==> src/sv/cdq_pkg.sv <==
// operation and status codes of the circular double-ended queue
package cdq_pkg;

   localparam int WORD_W = 32;
   localparam int OP_W   = 3;
   localparam int ST_W   = 2;
   localparam int CAP_W  = 5;

   localparam logic [OP_W-1:0] OP_PUSH_FRONT = 3'd0;
   localparam logic [OP_W-1:0] OP_PUSH_REAR  = 3'd1;
   localparam logic [OP_W-1:0] OP_POP_FRONT  = 3'd2;
   localparam logic [OP_W-1:0] OP_POP_REAR   = 3'd3;
   localparam logic [OP_W-1:0] OP_PEEK_FRONT = 3'd4;
   localparam logic [OP_W-1:0] OP_PEEK_REAR  = 3'd5;

   localparam logic [ST_W-1:0] ST_OK       = 2'd0;
   localparam logic [ST_W-1:0] ST_OVERFLOW = 2'd1;
   localparam logic [ST_W-1:0] ST_EMPTY    = 2'd2;

   localparam logic [CAP_W-1:0] CAP_RESET = 5'd16;

   typedef logic signed [WORD_W-1:0] word_type;

endpackage

==> src/sv/circular_double_ended_queue_unit.sv <==
// circular double-ended queue: synchronous slot memory, pointers and response register
//
// Double-ended queue of signed 32-bit words in a circular slot memory of DEPTH
// entries, of which the first csr_wdata entries (clamped to 1..DEPTH) are in use.
// A request word carries one of six operations (push, pop or peek at either end)
// and always gives one response word with the data read, a status code and the
// full and empty flags as they stand after the operation. One request is taken
// per clock while the response register is free or being emptied in the same
// cycle; a request stalls only while a previous response waits. Pushes write the
// slot memory at the accept edge; pops and peeks read it at the accept edge and
// the memory's registered read data is the response data, so every operation
// responds in the cycle after acceptance. A capacity write empties the queue;
// slot contents are kept but are never read before being written again.
module circular_double_ended_queue_unit
   import cdq_pkg::*;
#(
   parameter int DEPTH = 16
) (
   input  logic                    clock,
   input  logic                    reset,

   input  logic                    req_valid,
   output logic                    req_stall,
   input  logic [OP_W-1:0]         req_op,
   input  logic signed [WORD_W-1:0] req_data_in,

   output logic                    rsp_valid,
   input  logic                    rsp_stall,
   output logic signed [WORD_W-1:0] rsp_data_out,
   output logic [ST_W-1:0]         rsp_status,
   output logic                    rsp_is_full,
   output logic                    rsp_is_empty,

   input  logic                    csr_wen,
   input  logic [CAP_W-1:0]        csr_wdata
);

   localparam int AW = (DEPTH > 1) ? $clog2(DEPTH) : 1;

   // slot memory, one write and one registered read port
   word_type       slot_ff [DEPTH];
   word_type       mem_rd_ff;

   logic [CAP_W-1:0] capacity_ff;
   logic [AW-1:0]  head_ff, head_in;
   logic [AW-1:0]  tail_ff, tail_in;
   logic           empty_ff, empty_in;

   logic           rsp_valid_ff;
   word_type       rsp_data_ff, rsp_data_in;
   logic           rsp_from_mem_ff, rsp_from_mem_in;
   logic [ST_W-1:0] rsp_status_ff, rsp_status_in;
   logic           rsp_full_ff, rsp_full_in;
   logic           rsp_empty_ff;

   logic           accept;
   logic [AW-1:0]  last;
   logic           is_push, is_read, is_pop, at_front, full_now;
   logic           mem_wen, mem_ren;
   logic [AW-1:0]  mem_waddr, mem_raddr;

   function automatic logic queue_full(input logic [AW-1:0] h, input logic [AW-1:0] t,
                                       input logic e, input logic [AW-1:0] lst);
      logic wrap_full;
      logic next_full;
      begin
         wrap_full = (h == '0) && (t == lst);
         // plain increment, no wrap
         next_full = ({1'b0, h} == ({1'b0, t} + {{AW{1'b0}}, 1'b1}));
         queue_full = !e && (wrap_full || next_full);
      end
   endfunction

   // last usable index, capacity clamped to 1..DEPTH
   always_comb begin
      if (capacity_ff == '0) begin
         last = '0;
      end else if (int'(capacity_ff) > DEPTH) begin
         last = AW'(DEPTH - 1);
      end else begin
         last = AW'(capacity_ff - 5'd1);
      end
   end

   assign accept    = req_valid && !req_stall;
   assign req_stall = rsp_valid_ff && rsp_stall;

   assign is_push  = (req_op == OP_PUSH_FRONT) || (req_op == OP_PUSH_REAR);
   assign is_pop   = (req_op == OP_POP_FRONT) || (req_op == OP_POP_REAR);
   assign is_read  = is_pop || (req_op == OP_PEEK_FRONT) || (req_op == OP_PEEK_REAR);
   assign at_front = (req_op == OP_POP_FRONT) || (req_op == OP_PEEK_FRONT);
   assign full_now = queue_full(head_ff, tail_ff, empty_ff, last);

   always_comb begin
      head_in         = head_ff;
      tail_in         = tail_ff;
      empty_in        = empty_ff;
      rsp_status_in   = ST_OK;
      rsp_data_in     = '0;
      rsp_from_mem_in = 1'b0;
      mem_wen         = 1'b0;
      mem_waddr       = '0;
      mem_ren         = 1'b0;
      mem_raddr       = at_front ? head_ff : tail_ff;

      if (is_push) begin
         if (full_now) begin
            rsp_status_in = ST_OVERFLOW;
         end else if (empty_ff) begin
            head_in  = '0;
            tail_in  = '0;
            empty_in = 1'b0;
            mem_wen  = 1'b1;
         end else if (req_op == OP_PUSH_FRONT) begin
            head_in   = (head_ff == '0) ? last : head_ff - 1'b1;
            mem_wen   = 1'b1;
            mem_waddr = head_in;
         end else begin
            tail_in   = (tail_ff >= last) ? '0 : tail_ff + 1'b1;
            mem_wen   = 1'b1;
            mem_waddr = tail_in;
         end
      end else if (is_read) begin
         if (empty_ff) begin
            rsp_status_in = ST_EMPTY;
            rsp_data_in   = '1;
         end else begin
            mem_ren         = 1'b1;
            rsp_from_mem_in = 1'b1;
            if (is_pop) begin
               if (head_ff == tail_ff) begin
                  head_in  = '0;
                  tail_in  = '0;
                  empty_in = 1'b1;
               end else if (req_op == OP_POP_FRONT) begin
                  head_in = (head_ff >= last) ? '0 : head_ff + 1'b1;
               end else begin
                  tail_in = (tail_ff == '0) ? last : tail_ff - 1'b1;
               end
            end
         end
      end

      rsp_full_in = queue_full(head_in, tail_in, empty_in, last);
   end

   always_ff @(posedge clock) begin
      if (accept && mem_wen) begin
         slot_ff[mem_waddr] <= req_data_in;
      end
      if (accept && mem_ren) begin
         mem_rd_ff <= slot_ff[mem_raddr];
      end
   end

   always_ff @(posedge clock) begin
      if (reset) begin
         capacity_ff  <= CAP_RESET;
         head_ff      <= '0;
         tail_ff      <= '0;
         empty_ff     <= 1'b1;
         rsp_valid_ff <= 1'b0;
      end else begin
         if (csr_wen) begin
            capacity_ff <= csr_wdata;
            head_ff     <= '0;
            tail_ff     <= '0;
            empty_ff    <= 1'b1;
         end else if (accept) begin
            head_ff  <= head_in;
            tail_ff  <= tail_in;
            empty_ff <= empty_in;
         end
         if (accept) begin
            rsp_valid_ff <= 1'b1;
         end else if (!rsp_stall) begin
            rsp_valid_ff <= 1'b0;
         end
      end
   end

   always_ff @(posedge clock) begin
      if (accept) begin
         rsp_data_ff     <= rsp_data_in;
         rsp_from_mem_ff <= rsp_from_mem_in;
         rsp_status_ff   <= rsp_status_in;
         rsp_full_ff     <= rsp_full_in;
         rsp_empty_ff    <= empty_in;
      end
   end

   assign rsp_valid    = rsp_valid_ff;
   assign rsp_data_out = rsp_from_mem_ff ? mem_rd_ff : rsp_data_ff;
   assign rsp_status   = rsp_status_ff;
   assign rsp_is_full  = rsp_full_ff;
   assign rsp_is_empty = rsp_empty_ff;

   // every accepted word gives a response on the next cycle
   a_accept_gives_rsp: assert property (@(posedge clock) disable iff (reset)
      accept |=> rsp_valid_ff)
      else $error("accepted word gave no response");

   // an empty queue always has both pointers parked at zero
   a_empty_parks_ptrs: assert property (@(posedge clock) disable iff (reset)
      empty_ff |-> (head_ff == '0) && (tail_ff == '0))
      else $error("empty queue with pointers away from zero");

   // pointers never leave the range in use
   a_ptrs_in_range: assert property (@(posedge clock) disable iff (reset)
      (head_ff <= last) && (tail_ff <= last))
      else $error("pointer beyond capacity");

   // an empty status reports -1 and an empty queue
   a_empty_status: assert property (@(posedge clock) disable iff (reset)
      (rsp_valid_ff && (rsp_status_ff == ST_EMPTY)) |->
         (rsp_empty_ff && (rsp_data_out == '1)))
      else $error("empty status without empty flag or -1 data");

   // an overflow only happens on a full queue that stays full
   a_overflow_full: assert property (@(posedge clock) disable iff (reset)
      (rsp_valid_ff && (rsp_status_ff == ST_OVERFLOW)) |-> (rsp_full_ff && !rsp_empty_ff))
      else $error("overflow reported on a queue that is not full");

endmodule
==> config.mk <==
export PLATFORM = sky130hd
export DESIGN_NAME = circular_double_ended_queue_unit
export DESIGN_NICKNAME = d
export VERILOG_FILES = /design/src/sv/cdq_pkg.sv /design/src/sv/circular_double_ended_queue_unit.sv
export SDC_FILE = /design/constraint.sdc
export NUM_CORES = 1
export LEC_CHECK = 0
export BUFFER_PORTS_ARGS = -buffer_cell sky130_fd_sc_hd__buf_4
export CORE_UTILIZATION = 40
export DETAILED_ROUTE_END_ITERATION = 6
export GPL_TIMING_DRIVEN = 0
export SLEW_MARGIN = 0
export SYNTH_ARGS = -nofsm -noshare
export SYNTH_HDL_FRONTEND = slang
export SYNTH_SLANG_ARGS = --single-unit
==> constraint.sdc <==
create_clock -name clock -period 6.9 [get_ports clock]
set_clock_uncertainty 0.1 [all_clocks]
set_input_delay 0.69 -clock clock [delete_from_list [all_inputs] [get_ports clock]]
set_output_delay 0.69 -clock clock [all_outputs]
set_load 0.05 [all_outputs]
==> run summary <==
fraction of synthesized cell area taken by the top area cell type: 71.60%
min-delay worst type: in -> reg
most common cell after layout, fill and taps aside: edfxtp_1
worst-case setup margin in the final layout: 1.446 ns
post-synthesis sequential element count: 564
type of the worst setup path: reg -> reg
number of max-slew violations in the final report: 0
post-synth net total: 1,328
commonest cells after routing, fill and taps aside: edfxtp_1, nand2_1, mux4_2, buf_4, clkbuf_16
growth of design area from synthesis to finish: 17.48%
number of max-cap violations: 0
Async S/R FF share, synth: 0%
final worst-path cycle share: 79.05%
transition at the pin with the smallest max-transition slack: 1.316 ns
maximum number of pins on one net before global-route repair: 25
horizontal die dimension: 241.9 µm
Inserted Clock Buffers: 58
post-route minimum period: 5.454 ns
synthesized netlist cell count: 1,268
final weighted congestion in routability-driven placement: 0.8483
initial core utilization: 40.67%
average detailed-routed wire length per instance: 24.89 µm
worst hold slack after final layout: 0.1949 ns
remaining global-route overflow: 0
global-route usage over all layers: 19.18%
Resize count post-CTS: 0
proportion of layout cells with a drive suffix above 1: 25.96%
vias per inst: 5.567
share of synthesized area occupied by flip-flops and latches: 72.91%
die height: 241.9 µm
FP Rows: 87
Max Buffers Root-to-Sink: 3
cell at the slowest stage of the critical path: a211oi_1
detailed-route DRC error count: 0
first-pass GRT wire length: 83.12 mm
most common flop cell mapped by yosys: edfxtp_1
Arrival @ worst endpoint: 5.68 ns
DRT antenna net count: 0
TritonCTS clock tree: done
setup repair after global routing missed its margin: false
total power divided by cell area: 274.3 nW/µm²
total number of vias: 12,450
Netlist cell types: 74
max-slew headroom at the worst pin: 11.33%
synthesized area per cell: 18.16 µm²
cell types occupying the most area after synthesis: edfxtp_1, mux4_2, nand2_1
floorplan core area: 56,600 µm²
final wirelength: 55.64 mm
clock root buffer: clkbuf_16
Sink Count: 564
warnings from Yosys: 0
crit end category: flip-flop
area of placed instances: 25,130 µm²
outcome: complete, no violations
peak per-stage delay on the critical path: 0.87 ns
leading area contributor after synthesis: edfxtp_1
CTS Hold Buffers Added: 0
mux contribution to synthesized area: 13.15%
most prevalent standard cell on the critical path: ha_1
antenna violations before repair: 2
IR Drop Worst-Case VDD: 0.1919 mV
deepest level of the CTS H-tree: 2
net total in the final layout: 1,497
Port-buffer cells: 80
HPWL after detailed placement: 35.88 mm
DP Worst Slack: 1.500 ns
Highest Clock Rate: 183.3 MHz
Leakage Power: 0.009003 µW
Final setup viols: 0
Final Hold Viols: 0
count of flip-flops with a built-in enable after synthesis: 549
post-CTS setup-driven buffer insertion count: 0
Starting DRT DRC Count: 892
number of top-level design ports: 83
Design Area, Final: 27,050 µm²
dominant combinational cell family by area after synthesis: multiplexers
Cell Count Post-Placement: 2,133
biggest fanout along the worst timing path: 21
area fraction in compound gates after synthesis: 4.538%
cells along the critical path: inv_1 -> ha_1 -> nor4b_1 -> nor2_1 -> ha_1 -> nand2b_4 -> a2111oi_4 -> o21ai_0 -> a211oi_1 -> nand3b_1 -> nor2_4 -> buf_16
Post-Syn Area: 23,020 µm²
iteration count of the initial detailed-routing pass: 5
worst path required time: 7.13 ns
Total Die Area: 58,520 µm²
post-synthesis share of cell area spent on full adders, half adders and majority gates: 0.8586%
number of global-route vias before repair: 12,790
xor/xnor share of the synthesized area: 0.7771%
latest clock arrival within the worst-skew pair: 0.62 ns
crit start category: flip-flop
post-route non-filler standard cell count: 2,236
core utilization of the finished layout: 47.78%
clock slew seen by the registers of the worst setup and hold paths: 0.06 ns
share of synthesized cell area in and, or, nand and nor gates: 6.130%
-- logic make-up after synthesis --
kind of cell | Yosys count
xor gates and xnor gates | 18
muxes | 142
buffers and inverters | 89
AOI/OAI and AO/OA | 144
adders and majority gates | 16
DFF | 564
and+or+nand+nor | 295
-- report_power, final --
part / internal, µW / switching (µW)
Sequential: 3770 / 6.93
Clock: 1870 / 1300
Combinational: 160 / 307
Total: 5810 / 1610
-- layout make-up --
cell class,instances,area [µm²]
multi-input cells,615,5977
clock inverters,32,416.7
fillers,4811,29560
well taps,756,945.9
plain buffers,72,312.8
diodes,1,2.502
repair buffers,109,1045
flip-flops and latches,564,16790
inverters,17,65.06
clock buffers,70,1496
-- cell usage after synthesis, types with 16 or more instances --
| library cell | instances |
|---|---|
| nand2_1 | 149 |
| mux4_2 | 128 |
| edfxtp_1 | 549 |
| and2_1 | 33 |
| buf_2 | 19 |
| a21oi_1 | 16 |
| o21ai_0 | 16 |
| a211oi_1 | 41 |
| nor2_1 | 46 |
| a31oi_1 | 34 |
| clkbuf_1 | 43 |
-- per-layer routing --
layer,track usage (%),share of wire [%],wire [µm],up-vias
met5,0,0.016,9,-
met4,5.212,2.0,1139,2
met3,2.958,6.0,3345,87
met2,31.92,49,27380,403
met1,26.33,43,23780,6536
li1,-,-,-,5420
-- critical path, delay by kind of cell (launching register included) --
family                     cells  cell delay [ns]
AOI/OAI and AO/OA              3             1.57
DFF                            1             0.34
and+or+nand+nor                5             2.23
buffers and inverters          2             0.34
adders and majority gates      2             0.58
-- per-stage QoR --
step           TNS (ns)  power [µW]
2_1_floorplan         0        4140
3_3_place_gp    -270.16        4315
3_5_place_dp          0        4326
4_1_cts               0        7483
5_1_grt               0        7633
6_report              0        7419
-- sequential cells by signal, summed over array words and instances, names as in the netlist, 4 cells and up --
signal,count
slot_ff,512
head_ff,4
tail_ff,4
capacity_ff,5
mem_rd_ff,32
-- path summary, 6_finish.rpt --
path	start	to	slack (ns)	cells after the start
worst max-delay path	capacity_ff[0]	slot_ff[10][19]	1.45	12
worst min-delay path	csr_wdata[4]	capacity_ff[4]	0.19	3
worst max register to register	capacity_ff[0]	slot_ff[10][19]	1.45	12
worst min register to register	capacity_ff[1]	capacity_ff[1]	0.46	2
No activity file was read; power rests on OpenSTA's default activity.
